<file path="src/hdl/gtr_pkg.sv">
package gtr_pkg;

  localparam int unsigned GLYPH_ROWS   = 7;
  localparam int unsigned GLYPH_COLS   = 5;
  localparam int unsigned GLYPH_PIX    = GLYPH_ROWS * GLYPH_COLS;
  localparam int unsigned COL_W        = $clog2(GLYPH_COLS);
  localparam int unsigned STEP_W       = 2;
  localparam int unsigned CFG_IDX_W    = 1;
  localparam int unsigned CFG_DATA_W   = 16;
  localparam logic [15:0] COLOR_RESET  = 16'hFFFF;
  localparam logic [7:0]  SCALE_RESET  = 8'd1;

  typedef enum logic [CFG_IDX_W-1:0] {
    REG_TEXT_COLOR  = 1'b0,
    REG_GLYPH_SCALE = 1'b1
  } cfg_reg_e;

  typedef enum logic [1:0] {
    OP_ACCEPT  = 2'd0,
    OP_SETUP   = 2'd1,
    OP_SCAN    = 2'd2,
    OP_ADVANCE = 2'd3
  } uop_e;

  typedef enum logic [1:0] {
    COND_ALWAYS    = 2'd0,
    COND_NO_INPUT  = 2'd1,
    COND_EMPTY     = 2'd2,
    COND_SCAN_HOLD = 2'd3
  } ucond_e;

  typedef struct packed {
    uop_e              op;
    ucond_e            cond;
    logic [STEP_W-1:0] target;
  } ucode_t;

  typedef struct packed {
    logic in_valid;
    logic empty;
    logic scan_hold;
  } seq_stat_t;

  // Each step jumps to its target when the condition holds, else falls through.
  function automatic ucode_t gtr_ucode(input logic [STEP_W-1:0] step);
    ucode_t w;
    unique case (step)
      2'd0: w = '{op: OP_ACCEPT,  cond: COND_NO_INPUT,  target: 2'd0};
      2'd1: w = '{op: OP_SETUP,   cond: COND_EMPTY,     target: 2'd3};
      2'd2: w = '{op: OP_SCAN,    cond: COND_SCAN_HOLD, target: 2'd2};
      2'd3: w = '{op: OP_ADVANCE, cond: COND_ALWAYS,    target: 2'd0};
    endcase
    return w;
  endfunction

  // Rows top first, each row with the leftmost column in its high bit.
  // Unknown codes and the space have no lit pixels.
  function automatic logic [GLYPH_PIX-1:0] gtr_font(input logic [7:0] code);
    logic [GLYPH_PIX-1:0] b;
    unique case (code)
      8'h2D: b = {5'h00, 5'h00, 5'h00, 5'h1F, 5'h00, 5'h00, 5'h00};
      8'h41: b = {5'h0E, 5'h11, 5'h11, 5'h1F, 5'h11, 5'h11, 5'h11};
      8'h42: b = {5'h1E, 5'h11, 5'h11, 5'h1E, 5'h11, 5'h11, 5'h1E};
      8'h43: b = {5'h0E, 5'h11, 5'h10, 5'h10, 5'h10, 5'h11, 5'h0E};
      8'h44: b = {5'h1E, 5'h11, 5'h11, 5'h11, 5'h11, 5'h11, 5'h1E};
      8'h45: b = {5'h1F, 5'h10, 5'h10, 5'h1E, 5'h10, 5'h10, 5'h1F};
      8'h46: b = {5'h1F, 5'h10, 5'h10, 5'h1E, 5'h10, 5'h10, 5'h10};
      8'h47: b = {5'h0E, 5'h11, 5'h10, 5'h17, 5'h11, 5'h11, 5'h0F};
      8'h48: b = {5'h11, 5'h11, 5'h11, 5'h1F, 5'h11, 5'h11, 5'h11};
      8'h49: b = {5'h1F, 5'h04, 5'h04, 5'h04, 5'h04, 5'h04, 5'h1F};
      8'h4A: b = {5'h07, 5'h02, 5'h02, 5'h02, 5'h02, 5'h12, 5'h0C};
      8'h4B: b = {5'h11, 5'h12, 5'h14, 5'h18, 5'h14, 5'h12, 5'h11};
      8'h4C: b = {5'h10, 5'h10, 5'h10, 5'h10, 5'h10, 5'h10, 5'h1F};
      8'h4D: b = {5'h11, 5'h1B, 5'h15, 5'h15, 5'h11, 5'h11, 5'h11};
      8'h4E: b = {5'h11, 5'h19, 5'h15, 5'h13, 5'h11, 5'h11, 5'h11};
      8'h4F: b = {5'h0E, 5'h11, 5'h11, 5'h11, 5'h11, 5'h11, 5'h0E};
      8'h50: b = {5'h1E, 5'h11, 5'h11, 5'h1E, 5'h10, 5'h10, 5'h10};
      8'h51: b = {5'h0E, 5'h11, 5'h11, 5'h11, 5'h15, 5'h12, 5'h0D};
      8'h52: b = {5'h1E, 5'h11, 5'h11, 5'h1E, 5'h14, 5'h12, 5'h11};
      8'h53: b = {5'h0F, 5'h10, 5'h10, 5'h0E, 5'h01, 5'h01, 5'h1E};
      8'h54: b = {5'h1F, 5'h04, 5'h04, 5'h04, 5'h04, 5'h04, 5'h04};
      8'h55: b = {5'h11, 5'h11, 5'h11, 5'h11, 5'h11, 5'h11, 5'h0E};
      8'h56: b = {5'h11, 5'h11, 5'h11, 5'h11, 5'h11, 5'h0A, 5'h04};
      8'h57: b = {5'h11, 5'h11, 5'h11, 5'h15, 5'h15, 5'h15, 5'h0A};
      8'h58: b = {5'h11, 5'h11, 5'h0A, 5'h04, 5'h0A, 5'h11, 5'h11};
      8'h59: b = {5'h11, 5'h11, 5'h0A, 5'h04, 5'h04, 5'h04, 5'h04};
      8'h5A: b = {5'h1F, 5'h01, 5'h02, 5'h04, 5'h08, 5'h10, 5'h1F};
      8'h62: b = {5'h10, 5'h10, 5'h1E, 5'h11, 5'h11, 5'h11, 5'h1E};
      8'h6F: b = {5'h00, 5'h00, 5'h0E, 5'h11, 5'h11, 5'h11, 5'h0E};
      8'h74: b = {5'h08, 5'h08, 5'h1F, 5'h08, 5'h08, 5'h08, 5'h06};
      default: b = '0;
    endcase
    return b;
  endfunction

endpackage

</file>
<file path="src/hdl/gtr_useq.sv">
module gtr_useq (
  input  logic                clk,
  input  logic                rst_n,
  input  gtr_pkg::seq_stat_t  stat,
  output gtr_pkg::uop_e       op
);
  import gtr_pkg::*;

  logic [STEP_W-1:0] step_r;
  logic [STEP_W-1:0] step_nxt;
  ucode_t            uw;
  logic              take;

  always_comb begin
    uw = gtr_ucode(step_r);
    unique case (uw.cond)
      COND_ALWAYS:    take = 1'b1;
      COND_NO_INPUT:  take = !stat.in_valid;
      COND_EMPTY:     take = stat.empty;
      COND_SCAN_HOLD: take = stat.scan_hold;
    endcase
    step_nxt = take ? uw.target : step_r + 1'b1;
    op       = uw.op;
  end

  always_ff @(posedge clk) begin
    if (!rst_n) begin
      step_r <= '0;
    end else begin
      step_r <= step_nxt;
    end
  end

endmodule

</file>
<file path="src/hdl/glyph_text_rasterizer.sv">
// Channel  Direction  Payload                                          Handshake
// in_      input      char_code, starts_string, start_x, row_y        in_valid / in_ready
// out_     output     square_x, square_y, square_size, square_color,  out_valid / out_ready
//                     last_square
// cfg_     input      index 0 text_color, index 1 glyph_scale         cfg_we
//
// A character passes through accept, font lookup setup, a scan of at most 35 pixels and the
// cursor advance; the scan stops after the last lit pixel. An empty glyph or a zero scale
// skips the scan.
// The scan issues at most one square per cycle from a single output register.
// A stalled output register holds the scan when it reaches a lit pixel, until the word is taken.
// Reset is synchronous and active low; it clears the cursor and loads the register defaults.
module glyph_text_rasterizer (
  input  logic                               clk,
  input  logic                               rst_n,
  input  logic                               in_valid,
  output logic                               in_ready,
  input  logic [7:0]                         in_char_code,
  input  logic                               in_starts_string,
  input  logic signed [15:0]                 in_start_x,
  input  logic signed [15:0]                 in_row_y,
  output logic                               out_valid,
  input  logic                               out_ready,
  output logic signed [15:0]                 out_square_x,
  output logic signed [15:0]                 out_square_y,
  output logic [7:0]                         out_square_size,
  output logic [15:0]                        out_square_color,
  output logic                               out_last_square,
  input  logic                               cfg_we,
  input  logic [gtr_pkg::CFG_IDX_W-1:0]      cfg_index,
  input  logic [gtr_pkg::CFG_DATA_W-1:0]     cfg_wdata
);
  import gtr_pkg::*;

  uop_e                 op;
  seq_stat_t            stat;
  logic [15:0]          text_color_r;
  logic [7:0]           glyph_scale_r;
  logic [15:0]          cursor_r;
  logic [15:0]          x_r;
  logic [15:0]          y_r;
  logic [COL_W-1:0]     col_r;
  logic [GLYPH_PIX-1:0] pix_r;
  logic                 out_valid_r;
  logic [15:0]          out_x_r;
  logic [15:0]          out_y_r;
  logic [7:0]           out_size_r;
  logic [15:0]          out_color_r;
  logic                 out_last_r;
  logic [15:0]          scale16;
  logic                 emit;
  logic                 stall;
  logic                 more;

  gtr_useq u_useq (
    .clk   (clk),
    .rst_n (rst_n),
    .stat  (stat),
    .op    (op)
  );

  always_comb begin
    scale16        = {8'd0, glyph_scale_r};
    emit           = (op == OP_SCAN) && pix_r[GLYPH_PIX-1];
    stall          = emit && out_valid_r && !out_ready;
    more           = |pix_r[GLYPH_PIX-2:0];
    stat.in_valid  = in_valid;
    stat.empty     = (glyph_scale_r == 8'd0) || (pix_r == '0);
    stat.scan_hold = stall || more;
    in_ready       = (op == OP_ACCEPT);
  end

  always_ff @(posedge clk) begin
    if (!rst_n) begin
      text_color_r  <= COLOR_RESET;
      glyph_scale_r <= SCALE_RESET;
      cursor_r      <= '0;
      out_valid_r   <= 1'b0;
    end else begin
      if (cfg_we) begin
        unique case (cfg_reg_e'(cfg_index))
          REG_TEXT_COLOR:  text_color_r  <= cfg_wdata[15:0];
          REG_GLYPH_SCALE: glyph_scale_r <= cfg_wdata[7:0];
        endcase
      end

      if (emit && !stall) begin
        out_valid_r <= 1'b1;
        out_x_r     <= x_r;
        out_y_r     <= y_r;
        out_size_r  <= glyph_scale_r;
        out_color_r <= text_color_r;
        out_last_r  <= !more;
      end else if (out_ready) begin
        out_valid_r <= 1'b0;
      end

      unique case (op)
        OP_ACCEPT: begin
          if (in_valid) begin
            if (in_starts_string) begin
              cursor_r <= in_start_x;
            end
            pix_r <= gtr_font(in_char_code);
            y_r   <= in_row_y;
          end
        end
        OP_SETUP: begin
          x_r   <= cursor_r;
          col_r <= '0;
        end
        OP_SCAN: begin
          if (!stall) begin
            pix_r <= {pix_r[GLYPH_PIX-2:0], 1'b0};
            if (col_r == COL_W'(GLYPH_COLS - 1)) begin
              col_r <= '0;
              x_r   <= cursor_r;
              y_r   <= y_r + scale16;
            end else begin
              col_r <= col_r + 1'b1;
              x_r   <= x_r + scale16;
            end
          end
        end
        OP_ADVANCE: begin
          cursor_r <= cursor_r + {scale16[13:0], 2'b00} + {scale16[14:0], 1'b0};
        end
      endcase
    end
  end

  assign out_valid        = out_valid_r;
  assign out_square_x     = out_x_r;
  assign out_square_y     = out_y_r;
  assign out_square_size  = out_size_r;
  assign out_square_color = out_color_r;
  assign out_last_square  = out_last_r;

endmodule
</file>
<file path="config.mk">
export PLATFORM = sky130hd
export DESIGN_NAME = glyph_text_rasterizer
export DESIGN_NICKNAME = d
export VERILOG_FILES = /design/src/hdl/gtr_pkg.sv /design/src/hdl/gtr_useq.sv /design/src/hdl/glyph_text_rasterizer.sv
export SDC_FILE = /design/constraint.sdc
export NUM_CORES = 1
export LEC_CHECK = 0
export BUFFER_PORTS_ARGS = -buffer_cell sky130_fd_sc_hd__buf_2
export CORE_ASPECT_RATIO = 1.1
export CORE_MARGIN = 2
export CORE_UTILIZATION = 60
export DETAILED_ROUTE_END_ITERATION = 8
export PLACE_DENSITY = 0.9
export SLEW_MARGIN = 25
export SYNTH_ARGS = -nofsm -noshare
export SYNTH_HDL_FRONTEND = slang
export SYNTH_MEMORY_MAX_BITS = 65536
export SYNTH_SLANG_ARGS = --single-unit
</file>
<file path="constraint.sdc">
create_clock -name clk -period 10.8 [get_ports clk]
set_input_delay 1.08 -clock clk [delete_from_list [all_inputs] [get_ports clk]]
set_output_delay 1.08 -clock clk [all_outputs]
set_load 0.05 [all_outputs]
</file>
* Word level (Yosys, flattened, before mapping)
Memories as Yosys holds them, arrays and structs flattened. Cells that the tools add are included. W data, S select, Z words.
Word-level totals: flip-flop bits (word level) 170, bits in latches 0, RAM bits 0, bits in read-only memories 4480, input port bits 63, output and inout bits 59, logic and storage cells 85, memories kept 1
Memories:
- (no name shown) | words 128, bits a word 35, read ports 1, clocked after memory_dff 0, write ports 0, RTL line gtr_pkg.sv:60 | unique case (code)
Cells by class: add/subtract/negate cells 6, multiply operators 0, divide/modulo/power cells 0, magnitude comparators 0, eq/ne operators 14, shifts and indexed selects 0, multiplexer cells 22, bitwise operators 1, reductions and logical operators 27
Operators by type and width (number):
- $mux W16 | 7
- $mux W35 | 3
- $pmux W16 S2 | 3
- $pmux W35 S2 | 1
- $logic_not A35 Y1 | 1
- $reduce_or A34 Y1 | 1
- $add A16 B8 Y16 | 2
- $pmux W6 S4 | 1
- $add A16 B10 Y16 | 1
- $add A16 B9 Y16 | 1
- $eq A2 B2 Y1 const B | 6
- $logic_not A8 Y1 | 1
- $reduce_bool A2 Y1 | 4
- $eq A2 B1 Y1 const B | 3
- $logic_not A2 Y1 | 3
- $mux W3 | 2
- $pmux W3 S2 | 1
- $reduce_and A2 Y1 | 3
- $reduce_and A3 Y1 | 2
- $reduce_and A5 Y1 | 1
- $logic_and A1 B1 Y1 | 4
- $logic_not A1 Y1 | 4
- $ne A2 B1 Y1 const B | 2
- $ne A2 B2 Y1 const B | 2
- 9 further kinds | 11

* Depth between registers and ports, before layout
Gate-level depths: netlist of run 1.
word-level depth 9, mapped depth 10, depth with buffers taken out 10

* Hierarchy
From an unflattened synthesis of run 1, not the netlist that was laid out.
Second synthesis, totals: cells, all modules 947, area total of the unflattened synthesis 9318.9 sq um
Modules (own cells, without submodules):
- glyph_text_rasterizer | instances 1, cells each 926, area each 9135.0 sq um, seq. area each 4634.4 sq um
- gtr_useq | instances 1, cells each 21, area each 183.9 sq um, seq. area each 40.0 sq um

* Worst setup path after synthesis of run 1
Ideal clock, no wire load.
path type input-to-reg, start point input port rst_n, end point register out_last_r, in the netlist out_last_square, enable pin, library setup time 0.554 ns, data arrival time 5.535 ns, required time 10.246 ns, slack 4.711 ns, stages on the path 3, buffers on the path 1, cells stage by stage inv_1 -> clkbuf_1 -> nor3b_1
On the way: longest elaborated chain between the ends 1
RTL lines:
- from (decl) | RTL line glyph_text_rasterizer.sv:15 | input logic rst_n,
- $reduce_and A2 Y1 (no line)
- to (signal assigned) | RTL line glyph_text_rasterizer.sv:93 | out_last_r <= !more;
- to (decl) | RTL line glyph_text_rasterizer.sv:49 | logic out_last_r;
Every way passes these cells. A chain may end at the register's enable or synchronous reset.

* Final worst setup path of run 1
start point register glyph_scale_r[1], end point register cursor_r[12]
On the way: longest elaborated chain between the ends 3
RTL lines:
- from (decl) | RTL line glyph_text_rasterizer.sv:38 | logic [7:0] glyph_scale_r;
- from (signal assigned) | RTL line glyph_text_rasterizer.sv:83 | REG_GLYPH_SCALE: glyph_scale_r <= cfg_wdata[7:0];
- $add A16 B10 Y16 | RTL line glyph_text_rasterizer.sv:126 | cursor_r <= cursor_r + {scale16[13:0], 2'b00} + {scale16[14:0], 1'b0};
- $add A16 B9 Y16 * | RTL line glyph_text_rasterizer.sv:126
- $pmux W16 S2 * | RTL line glyph_text_rasterizer.sv:98 | unique case (op)
- to (signal assigned) | RTL line glyph_text_rasterizer.sv:102 | cursor_r <= in_start_x;
- to (signal assigned) | RTL line glyph_text_rasterizer.sv:126
- to (decl) | RTL line glyph_text_rasterizer.sv:39 | logic [15:0] cursor_r;
Every way passes the cells marked *; elsewhere a longest branch is shown, timed or not.

==> results.yml, run 1 <==
run_status:
  outcome: "finished clean"
clock_tree:
  clock_insertion_delay_worst_skew_ns: 0.43
  clockBufferDepth: 2
  cts_hold_buffers: 0
  clock_tree_from_tritoncts: "yes"
  postCtsResizedCells: 0
  cts_buffers: 17
  clk_transition_reported_paths_ns: 0.06
  number_of_levels_in_the_clock_h_tree: 4
  post_cts.repair.setup_buffers: 0
  tritoncts_num_sinks: 170
  clock-root-buffer: "sky130_fd_sc_hd__clkbuf_16"
critical_path:
  arrival_ns: 3.57
  critical_path.n_buffers_inverters: 2
  critical_path_peak_fanout: 6
  critical_path_required_ns: 11.08
  path_cells: "inv_1 > fa_1 > inv_1 > ha_1 > fa_1 > a211oi_2 > o211ai_2 > a31oi_1 > or3_1 > a31oi_1"
  dominant_delay_contributor_by_cell_family_on_the_critical_path: "adder cells"
  setup.worst_path.end_class: "flip-flop"
  slowest_delay_ns: 0.54
  critical_path.slowest_cell: "sky130_fd_sc_hd__fa_1"
  critPathKind: "flip-flop to flip-flop"
  crit_path_start_kind: "flip-flop"
sta:
  final_setup_violation_count: 0
  fin_setup_tns_ns: 0
  finalHoldViolations: 0
  min_clock_period_post_route_ns: 3.30
  max_clock_freq_mhz: 303
  maxSlewViolCount: 0
  clock_skew_ns: 0.00922
  final.period_utilization: 0.305
  tightestPinTransition_ns: 1.07
  setup_repair_after_global_routing_missed_its_margin: "false"
  timing.slew.headroom: 0.281
cells_and_area:
  layout.core_utilization: 0.692
  layout-area-overhead-vs-synth_pct: 13.4
  most_common_library_cell_in_the_layout_ignoring_fill_and_taps: "sky130_fd_sc_hd__nand2_1"
  fillCellCount: 1145
  layout-drive-gt1-share: 0.177
  layout_common_cells: "sky130_fd_sc_hd__nand2_1 (133), sky130_fd_sc_hd__edfxtp_1 (127), sky130_fd_sc_hd__buf_2 (121)"
  antenna_cells_inserted: 0
  finish.net_count: 1154
  final_area_um2: 10800
floorplanning:
  floorplan.initialDensity: 0.610
  core_footprint_um2: 15600
  fp-row-count: 48
  fp.dieH_um: 136
  floorplan.die_area_um2: 16800
  die_width_um: 124
  boundaryPins: 122
synthesis:
  synth_top_family_by_area: "compound AO/OA/AOI/OAI gates"
  area_of_the_mapped_netlist_um2: 9490
  synth_async_sr_flop_share: 0
  synth_xor_xnor_area_share: 0.0212
  ys_warn_count: 0
  synth_top_flop_cell: "sky130_fd_sc_hd__edfxtp_1"
  compound_gate_fraction_of_synth_area: 0.180
  yosysSeqAreaShare: 0.493
  synth_seq_cells: 170
  post_synth_edffs: 127
  synth_fp_nets: 1060
  synth_mux_area_frac: 0.0181
  avgSynthCellArea_um2: 10.1
  synth.lib_cells_used.distinct: 72
  synthSimpleGateAreaFrac: 0.168
  synth_cells: 940
  synth_fa_ha_area_frac: 0.0831
route:
  drtPass1Iterations: 5
  viasPerCell: 6.45
  detail_route.iter0.violations: 853
  routed_wire_length_per_instance_um: 19.6
  route.final.wire_length_um: 24400
  detailroute.via_count: 8048
  drt_drc_violations_left: 0
  antenna_left: 0
placed_design:
  place.gp.congestion: 0.984
  dp_hpwl_um: 16900
  placedInstanceArea_um2: 10200
  port_buffers: 121
hold_path:
  hp_class: "flip-flop to flip-flop"
grt:
  antenna_found_initial: 1
  grt_pass1_wl_um: 38200
  grt_total_usage: 0.296
  grt_pass1_vias: 7557
  grt_max_degree: 61
  grt_overflow_total: 0
pwr:
  power_dens_cells_nw_per_um2: 197
  ir_drop_mv: 0.129
  leakagePower_uw: 0.00421
flow_run:
  drv_cap: 0
## cells by family (layout without fill, tap and decap cells)
logic type,Yosys count,count (layout)
AOI/OAI and AO/OA,258,258
xor gates and xnor gates,23,23
buffers and inverters,87,194
muxes,16,16
and+or+nand+nor,329,329
DFF,170,170
adders and majority gates,57,57
## per-layer routing
metal / part of all wire / vias to the layer above / GRT usage / routed length, um
li1: - / 3693 / - / -
met1: 0.38 / 3813 / 0.360 / 9230
met2: 0.49 / 441 / 0.491 / 11900
met3: 0.083 / 99 / 0.0617 / 2020
met4: 0.051 / 2 / 0.162 / 1260
met5: 0.00045 / - / 0 / 11
## power by group
| part | switching, uW | internal (uW) |
|---|---|---|
| combinational | 399 | 203 |
| clock | 243 | 340 |
| sequential | 82.4 | 851 |
## sequential cells by signal (all words and copies together) (netlist names), 2 cells and up
name / count
glyph_scale_r: 8
u_useq.step_r: 2
col_r: 3
cursor_r: 16
out_square_color: 16
out_square_y: 16
x_r: 16
pix_r: 35
out_square_size: 8
text_color_r: 16
y_r: 16
out_square_x: 16
## cells in the mapped netlist, types with 6 or more instances
master                      number  area [um2]
sky130_fd_sc_hd__mux2i_1         7        70.1
sky130_fd_sc_hd__o21ai_0        49         245
sky130_fd_sc_hd__a21o_1         11        82.6
sky130_fd_sc_hd__clkbuf_1       34         128
sky130_fd_sc_hd__nand2_1       133         499
sky130_fd_sc_hd__nor2b_1        17         106
sky130_fd_sc_hd__o211ai_1       11        82.6
sky130_fd_sc_hd__dfxtp_1        43         861
sky130_fd_sc_hd__edfxtp_1      127        3810
sky130_fd_sc_hd__xor2_1         11        96.3
sky130_fd_sc_hd__mux2_2          9         101
sky130_fd_sc_hd__a22o_1          7        61.3
sky130_fd_sc_hd__nor4_1         12        75.1
sky130_fd_sc_hd__nor2_1         47         176
sky130_fd_sc_hd__inv_1          33         124
sky130_fd_sc_hd__nand2b_1       14        87.6
sky130_fd_sc_hd__nand4_1         7        43.8
sky130_fd_sc_hd__fa_1           10         200
sky130_fd_sc_hd__o21ai_1        20         100
sky130_fd_sc_hd__a31oi_1        23         144
sky130_fd_sc_hd__o2111ai_1       6        52.6
sky130_fd_sc_hd__nor3_1         12        60.1
sky130_fd_sc_hd__and3_1         14        87.6
sky130_fd_sc_hd__a21oi_1        59         295
sky130_fd_sc_hd__buf_2          14        70.1
sky130_fd_sc_hd__xnor2_1        12         105
sky130_fd_sc_hd__a211oi_1       15         113
sky130_fd_sc_hd__nand3_1        36         180
sky130_fd_sc_hd__ha_1           47         588
## worst register-to-register path, delay by kind of cell (launching register included)
family                   cells  cell delay [ns]
flip-flops                   1             0.47
AO/OA/AOI/OAI                4             0.94
buffers and inverters        2             0.26
adder cells (fa/ha/maj)      3             1.30
AND/OR/NAND/NOR              1             0.18
## final timing paths
| check | start | end | slack, ns | cells past startpoint |
|---|---|---|---|---|
| worst max-delay path | glyph_scale_r[1]$_SDFFE_PN0P_ | cursor_r[12]$_SDFFE_PN0P_ | 7.50 | 10 |
| worst min-delay path | text_color_r[7]$_SDFFE_PN1P_ | out_square_color[7]$_DFFE_PP_ | 0.43 | 0 |
| worst max register to register | glyph_scale_r[1]$_SDFFE_PN0P_ | cursor_r[12]$_SDFFE_PN0P_ | 7.50 | 10 |
| worst min register to register | text_color_r[7]$_SDFFE_PN1P_ | out_square_color[7]$_DFFE_PP_ | 0.43 | 0 |
## metrics by stage
step	std cells	total power, uW	hold WS (ns)	worst slack (ns)
floorplan	940	1360	0.408	4.71
global placement	1215	1500	0.409	7.48
detailed placement	1215	1530	0.416	7.44
CTS	1247	2110	0.430	7.54
global route	1247	2210	0.444	7.32
finish	1247	2120	0.430	7.50
## area by class of cell
cell class,count,area [um2],share of cell area
multi-input combinational,683,4490,0.417
timing repair buffer,128,658,0.0612
tap,200,250,0.0233
inverter,34,128,0.0119
clock buffer,23,489,0.0455
clock inverter,9,71.3,0.00663
sequential,170,4670,0.435
(Power assumes the default switching activity.)
==> run 2, diff against run 1 <==
Settings changed: ABC_AREA from default to 1, CORE_UTILIZATION 60 to 59, PLACE_DENSITY 0.9 to 0.89.
Clock period 10.8 ns to 3.2 ns, I/O delays scaled along.
==> results.yml, run 2 <==
critical_path:
  crit_path_start_kind: "flip-flop"
  critPathKind: "flip-flop to flip-flop"
  critical_path_peak_fanout: 5
  setup.worst_path.end_class: "flip-flop"
  critical_path.slowest_cell: "sky130_fd_sc_hd__fa_1"
  cell_repeated_most_along_the_worst_path: "sky130_fd_sc_hd__nand2_1"
  dominant_delay_contributor_by_cell_family_on_the_critical_path: "adder cells"
  critical_path_required_ns: 3.52
  path_cells: "inv_1 > fa_1 > inv_1 > ha_1 > fa_1 > nand3_1 > nand2_1 > nand2_1 > nand2_1 > nand2_1 > nand2_1 > nand2_1 > nand3_1 > nand2_1 > a21oi_1"
  critical_path.n_buffers_inverters: 2
  arrival_ns: 3.11
  slowest_delay_ns: 0.53
cells_and_area:
  antenna_cells_inserted: 0
  most_common_library_cell_in_the_layout_ignoring_fill_and_taps: "sky130_fd_sc_hd__nand2_1"
  finish.net_count: 1310
  layout.core_utilization: 0.692
  largest-register: "pix_r"
  layout-area-overhead-vs-synth_pct: 15.0
  final_area_um2: 10800
  layout_common_cells: "sky130_fd_sc_hd__nand2_1 (270), sky130_fd_sc_hd__edfxtp_1 (127), sky130_fd_sc_hd__buf_2 (121)"
  largest_register_ffs: 35
  final_cells: 1403
  layout-drive-gt1-share: 0.175
clock_tree:
  tritoncts_num_sinks: 170
  clk_transition_reported_paths_ns: 0.08
  number_of_levels_in_the_clock_h_tree: 4
  postCtsResizedCells: 0
  cts_hold_buffers: 0
  clockBufferDepth: 2
  cts_buffers: 17
  clock-root-buffer: "sky130_fd_sc_hd__clkbuf_16"
  clock_insertion_delay_worst_skew_ns: 0.46
  post_cts.repair.setup_buffers: 0
  clock_tree_from_tritoncts: "yes"
synthesis:
  ys_warn_count: 0
  post_synth_edffs: 127
  synth_async_sr_flop_share: 0
  area_of_the_mapped_netlist_um2: 9430
  netlist.area_leader.share: 0.404
  synth_fp_nets: 1194
  synth_cells: 1074
  synth_seq_cells: 170
  post_synth_main_area_contributors: "sky130_fd_sc_hd__edfxtp_1 (40%), sky130_fd_sc_hd__nand2_1 (11%), sky130_fd_sc_hd__dfxtp_1 (9.1%)"
  netlist.top_cell.by_area: "sky130_fd_sc_hd__edfxtp_1"
  synth.lib_cells_used.distinct: 49
  post-synth-top-count-cell: "sky130_fd_sc_hd__nand2_1"
  synth.top_cells.by_count: "sky130_fd_sc_hd__nand2_1 (270), sky130_fd_sc_hd__edfxtp_1 (127), sky130_fd_sc_hd__nor2_1 (97)"
  yosysSeqAreaShare: 0.495
  synth_top_flop_cell: "sky130_fd_sc_hd__edfxtp_1"
  avgSynthCellArea_um2: 8.78
route:
  topRoutingLayerUsed: "met4"
  route.final.wire_length_um: 25900
  drtPass1Iterations: 8
  viasPerCell: 6.02
  m1WireLength_um: 9600
  drt_drc_violations_left: 1
  routed_wire_length_per_instance_um: 18.5
  detail_route.iter0.violations: 1142
  met3_length_um: 2130
  met2RoutedLength_um: 13000
  antenna_left: 0
  detailroute.via_count: 8448
hold_path:
  hp_class: "input pin to flip-flop"
sta:
  timing.slew.headroom: 0.418
  tightestPinTransition_ns: 0.872
  worst_hold_slack_ns: 0.0922
  clock_skew_ns: 0.0172
  finalHoldViolations: 0
  setup_repair_after_global_routing_missed_its_margin: "false"
  min_clock_period_post_route_ns: 2.79
  maxSlewViolCount: 0
  final_setup_violation_count: 0
  max_clock_freq_mhz: 358
  final.period_utilization: 0.873
  fin_setup_tns_ns: 0
placed_design:
  placedInstanceArea_um2: 10200
  place.gp.congestion: 1.00
  port_buffers: 121
  placedCellCount: 1371
  dp_hpwl_um: 17400
grt:
  grt_pass1_vias: 8031
  grt_max_degree: 56
  grt_total_usage: 0.303
  grt_pass1_wl_um: 40600
  grt_overflow_total: 0
  antenna_found_initial: 0
pwr:
  cell_internal_pwr_uw: 5040
  switchingPower_uw: 3380
  ir_drop_mv: 0.685
  switching_share: 0.402
  leakagePower_uw: 0.00479
  power_dens_cells_nw_per_um2: 776
  p_comb_frac: 0.339
  clock_power_share: 0.250
  power_frac_seq: 0.411
run_status:
  outcome: "finished with violations"
  violations: "DRC"
floorplanning:
  floorplan.die_area_um2: 17000
  fp-row-count: 48
  floorplan.initialDensity: 0.602
  fp.dieH_um: 137
  die_width_um: 125
  core_footprint_um2: 15700
  boundaryPins: 122
flow_run:
  drv_cap: 0
## run 2: changes by cell type after synthesis, sizes merged, moves of 12 or more
cell | previous run | this run
nand2 | 133 | 277
inv | 33 | 101
nor2 | 47 | 103
nand3 | 36 | 78
a211oi | 18 | 0
clkbuf | 34 | 16
nor2b | 17 | 0
and3 | 14 | 0
nand2b | 14 | 1
a21oi | 59 | 71
nor4 | 12 | 0
## run 2: kinds of logic after synthesis
kind of cell | Yosys count | synth area share
XOR/XNOR | 18 | 0.0167
AND/OR/NAND/NOR | 482 | 0.213
flip-flops | 170 | 0.495
multiplexers | 3 | 0.00318
buffers and inverters | 138 | 0.0593
AO/OA/AOI/OAI | 206 | 0.129
adder cells (fa/ha/maj) | 57 | 0.0836
## run 2: final timing paths
path	startpoint	to	slack [ns]	cells after the start
max	glyph_scale_r[1]$_SDFFE_PN0P_	cursor_r[12]$_SDFFE_PN0P_	0.41	15
min	cfg_wdata[8]	text_color_r[8]$_SDFFE_PN1P_	0.09	3
max reg2reg	glyph_scale_r[1]$_SDFFE_PN0P_	cursor_r[12]$_SDFFE_PN0P_	0.41	15
min reg2reg	text_color_r[10]$_SDFFE_PN1P_	out_square_color[10]$_DFFE_PP_	0.44	0
## run 2: worst min-delay path, cell delays in order
cell and delay, ns:
sky130_fd_sc_hd__buf_2 0.08, sky130_fd_sc_hd__nand2_1 0.05, sky130_fd_sc_hd__nand3_1 0.07
## run 2: cell type report
class	instances	area (um2)
Fill cell	1102	4830
Sequential cell	170	4670
Multi-Input combinational cell	766	4220
Timing Repair Buffer	131	693
Clock buffer	17	425
Inverter	104	390
Tap cell	200	250
Clock inverter	15	194
## run 2: routing by layer
metal	up-vias	track usage
met1	3944	0.363
li1	3899	-
met5	-	0
met3	92	0.0586
met2	513	0.527
met4	0	0.149
## run 2: power groups by stage
stage	clock network [uW]	logic, uW	registers (uW)
after floorplan	0	1920	3550
after global placement	0	2630	3440
after detailed placement	0	2720	3470
after CTS	2120	2800	3440
after global routing	2190	3130	3500
final	2110	2850	3460
## run 2: metrics by stage
stage | power (uW) | setup WS [ns]
6_report | 8410 | 0.407
5_1_grt | 8820 | 0.151
4_1_cts | 8360 | 0.429
3_5_place_dp | 6200 | 0.452
3_3_place_gp | 6060 | 0.521
2_1_floorplan | 5470 | 0.108
==> run 3, diff against run 2 <==
--- a/config.mk
+++ b/config.mk
@@ -6,5 +6,4 @@
 export NUM_CORES = 1
 export LEC_CHECK = 0
-export ABC_AREA = 1
 export BUFFER_PORTS_ARGS = -buffer_cell sky130_fd_sc_hd__buf_2
 export CORE_ASPECT_RATIO = 1.1
==> constraint.sdc (replaced) <==
create_clock -name clk -period 3.2 [get_ports clk]
set_input_delay 0 -clock clk [delete_from_list [all_inputs] [get_ports clk]]
set_output_delay 0 -clock clk [all_outputs]
set_load 0.05 [all_outputs]
==> results.yml, run 3 (synthesis gave the netlist of run 1 again) <==
grt:
  grt_pass1_wl_um: 42800
  grt_max_degree: 58
  grt_total_usage: 0.319
  grt_overflow_total: 0
  antenna_found_initial: 0
  grt_pass1_vias: 8145
route:
  drtPass1Iterations: 6
  routed_wire_length_per_instance_um: 20.9
  antenna_left: 0
  detail_route.iter0.violations: 1171
  route.final.wire_length_um: 27300
  detailroute.via_count: 8551
  drt_drc_violations_left: 0
  viasPerCell: 6.55
floorplanning:
  floorplan.die_area_um2: 17100
  fp.dieH_um: 137
  core_footprint_um2: 15700
  floorplan.initialDensity: 0.603
  die_width_um: 125
  boundaryPins: 122
  fp-row-count: 48
sta:
  maxSlewViolCount: 0
  clock_skew_ns: 0.0103
  final_setup_violation_count: 0
  max_clock_freq_mhz: 318
  min_clock_period_post_route_ns: 3.14
  tightestPinTransition_ns: 1.07
  setup_repair_after_global_routing_missed_its_margin: "true"
  final.period_utilization: 0.982
  layout_setup_ws_ns: 0.0571
  timing.slew.headroom: 0.281
  finalHoldViolations: 0
cells_and_area:
  layout-drive-gt1-share: 0.178
  largest-register: "pix_r"
  layout-area-overhead-vs-synth_pct: 19.6
  antenna_cells_inserted: 0
  most_common_library_cell_in_the_layout_ignoring_fill_and_taps: "sky130_fd_sc_hd__nand2_1"
  layout_common_cells: "sky130_fd_sc_hd__nand2_1 (133), sky130_fd_sc_hd__edfxtp_1 (127), sky130_fd_sc_hd__buf_2 (121)"
  final_cells: 1306
  final_area_um2: 11300
  layout.core_utilization: 0.721
  regArea_um2: 4670
  finish.net_count: 1213
  multi_input_comb_area_um2: 4500
  fillCellCount: 1032
  largest_register_ffs: 35
placed_design:
  place_worst_setup_slack_ns: 0.316
  place.gp.congestion: 0.959
  placedInstanceArea_um2: 10300
  placedCellCount: 1224
  dp_hpwl_um: 17000
  port_buffers: 121
pwr:
  p_comb_frac: 0.299
  switchingPower_uw: 2570
  ir_drop_mv: 0.476
  cell_internal_pwr_uw: 4710
  power_frac_seq: 0.435
  power_dens_cells_nw_per_um2: 642
  leakagePower_uw: 0.00446
  clock_power_share: 0.266
  switching_share: 0.353
flow_run:
  drv_cap: 0
critical_path:
  critical_path_required_ns: 3.56
  arrival_ns: 3.50
  crit_path_start_kind: "flip-flop"
  setup.worst_path.end_class: "flip-flop"
  critical_path_peak_fanout: 4
  critPathKind: "flip-flop to flip-flop"
clock_tree:
  clock-root-buffer: "sky130_fd_sc_hd__clkbuf_16"
  clock_insertion_delay_worst_skew_ns: 0.43
  clock_tree_from_tritoncts: "yes"
  cts_buffers: 17
  clockBufferDepth: 2
  tritoncts_num_sinks: 170
  number_of_levels_in_the_clock_h_tree: 4
  clk_transition_reported_paths_ns: 0.07
hold_path:
  hp_class: "input pin to flip-flop"
run_status:
  outcome: "finished clean"
## run 3: cell types whose count changed in the layout (fill, tap and decap cells not counted), moves of 13 or more
cell                            before  now
sky130_fd_sc_hd__a211oi_1            0   15
sky130_fd_sc_hd__nor2b_1             0   16
sky130_fd_sc_hd__nand2b_1            1   14
sky130_fd_sc_hd__nand3_1            78   36
sky130_fd_sc_hd__nor2_1             96   46
sky130_fd_sc_hd__and3_1              0   14
sky130_fd_sc_hd__nand2_1           270  133
sky130_fd_sc_hd__inv_2              18    0
sky130_fd_sc_hd__dlygate4sd3_1       0   50
sky130_fd_sc_hd__inv_1              83   33
sky130_fd_sc_hd__o21ai_0            26   49
sky130_fd_sc_hd__o21ai_1            50   20
## run 3: final timing paths
path                                               startpoint                            end  cells after the start  slack [ns]
worst max register to register  glyph_scale_r[1]$_SDFFE_PN0P_       cursor_r[8]$_SDFFE_PN0P_                     10        0.06
worst min-delay path                            in_start_x[5]       cursor_r[5]$_SDFFE_PN0P_                      3        0.02
worst max-delay path            glyph_scale_r[1]$_SDFFE_PN0P_       cursor_r[8]$_SDFFE_PN0P_                     10        0.06
worst min register to register   text_color_r[1]$_SDFFE_PN1P_  out_square_color[1]$_DFFE_PP_                      0        0.44
## run 3: what timing repair did
| action | CTS | global route |
|---|---|---|
| hold buffers | 50 | 0 |
| resized for setup | 0 | 2 |
| setup buffers | 0 | 0 |
| endpoints found under the setup margin | 0 | 2 |
| hold endpoints to repair | 54 | 0 |
## run 3: worst max-delay path, cell delays in order (launching register included)
cell and delay [ns]:
sky130_fd_sc_hd__dfxtp_1 0.36, sky130_fd_sc_hd__inv_1 0.18, sky130_fd_sc_hd__fa_1 0.55, sky130_fd_sc_hd__inv_1 0.05
sky130_fd_sc_hd__ha_1 0.25, sky130_fd_sc_hd__fa_1 0.50, sky130_fd_sc_hd__a211oi_2 0.30, sky130_fd_sc_hd__o21ai_0 0.17
sky130_fd_sc_hd__a21oi_2 0.21, sky130_fd_sc_hd__mux2_2 0.39, sky130_fd_sc_hd__a21oi_1 0.13
## run 3: per-layer routing
metal | wire length [um] | share of wire | global-route usage
met1 | 9680 | 0.36 | 0.387
met2 | 13700 | 0.50 | 0.554
met3 | 2530 | 0.093 | 0.0610
met4 | 1300 | 0.048 | 0.152
met5 | 0 | 0 | 0
## run 3: final cells by class
type / count / share of cell area
Clock buffer: 22 / 0.0428
Clock inverter: 10 / 0.00618
Inverter: 34 / 0.0112
Multi-Input combinational cell: 683 / 0.396
Sequential cell: 170 / 0.412
Tap cell: 200 / 0.0221
Timing Repair Buffer: 187 / 0.109
## run 3: per-stage QoR
stage          total power, uW  setup TNS, ns  hold slack (ns)
2_1_floorplan             4600              0            0.124
3_3_place_gp              5110              0            0.208
3_5_place_dp              5190              0            0.215
4_1_cts                   7180              0          0.00698
5_1_grt                   7590        -0.0240           0.0176
6_report                  7280              0           0.0173
## run 3: power groups by stage
stage / clock network (uW) / registers (uW) / logic, uW
2_1_floorplan: 0 / 3240 / 1360
3_3_place_gp: 0 / 3170 / 1950
3_5_place_dp: 0 / 3190 / 2010
4_1_cts: 1930 / 3150 / 2110
5_1_grt: 2030 / 3190 / 2370
6_report: 1930 / 3170 / 2180
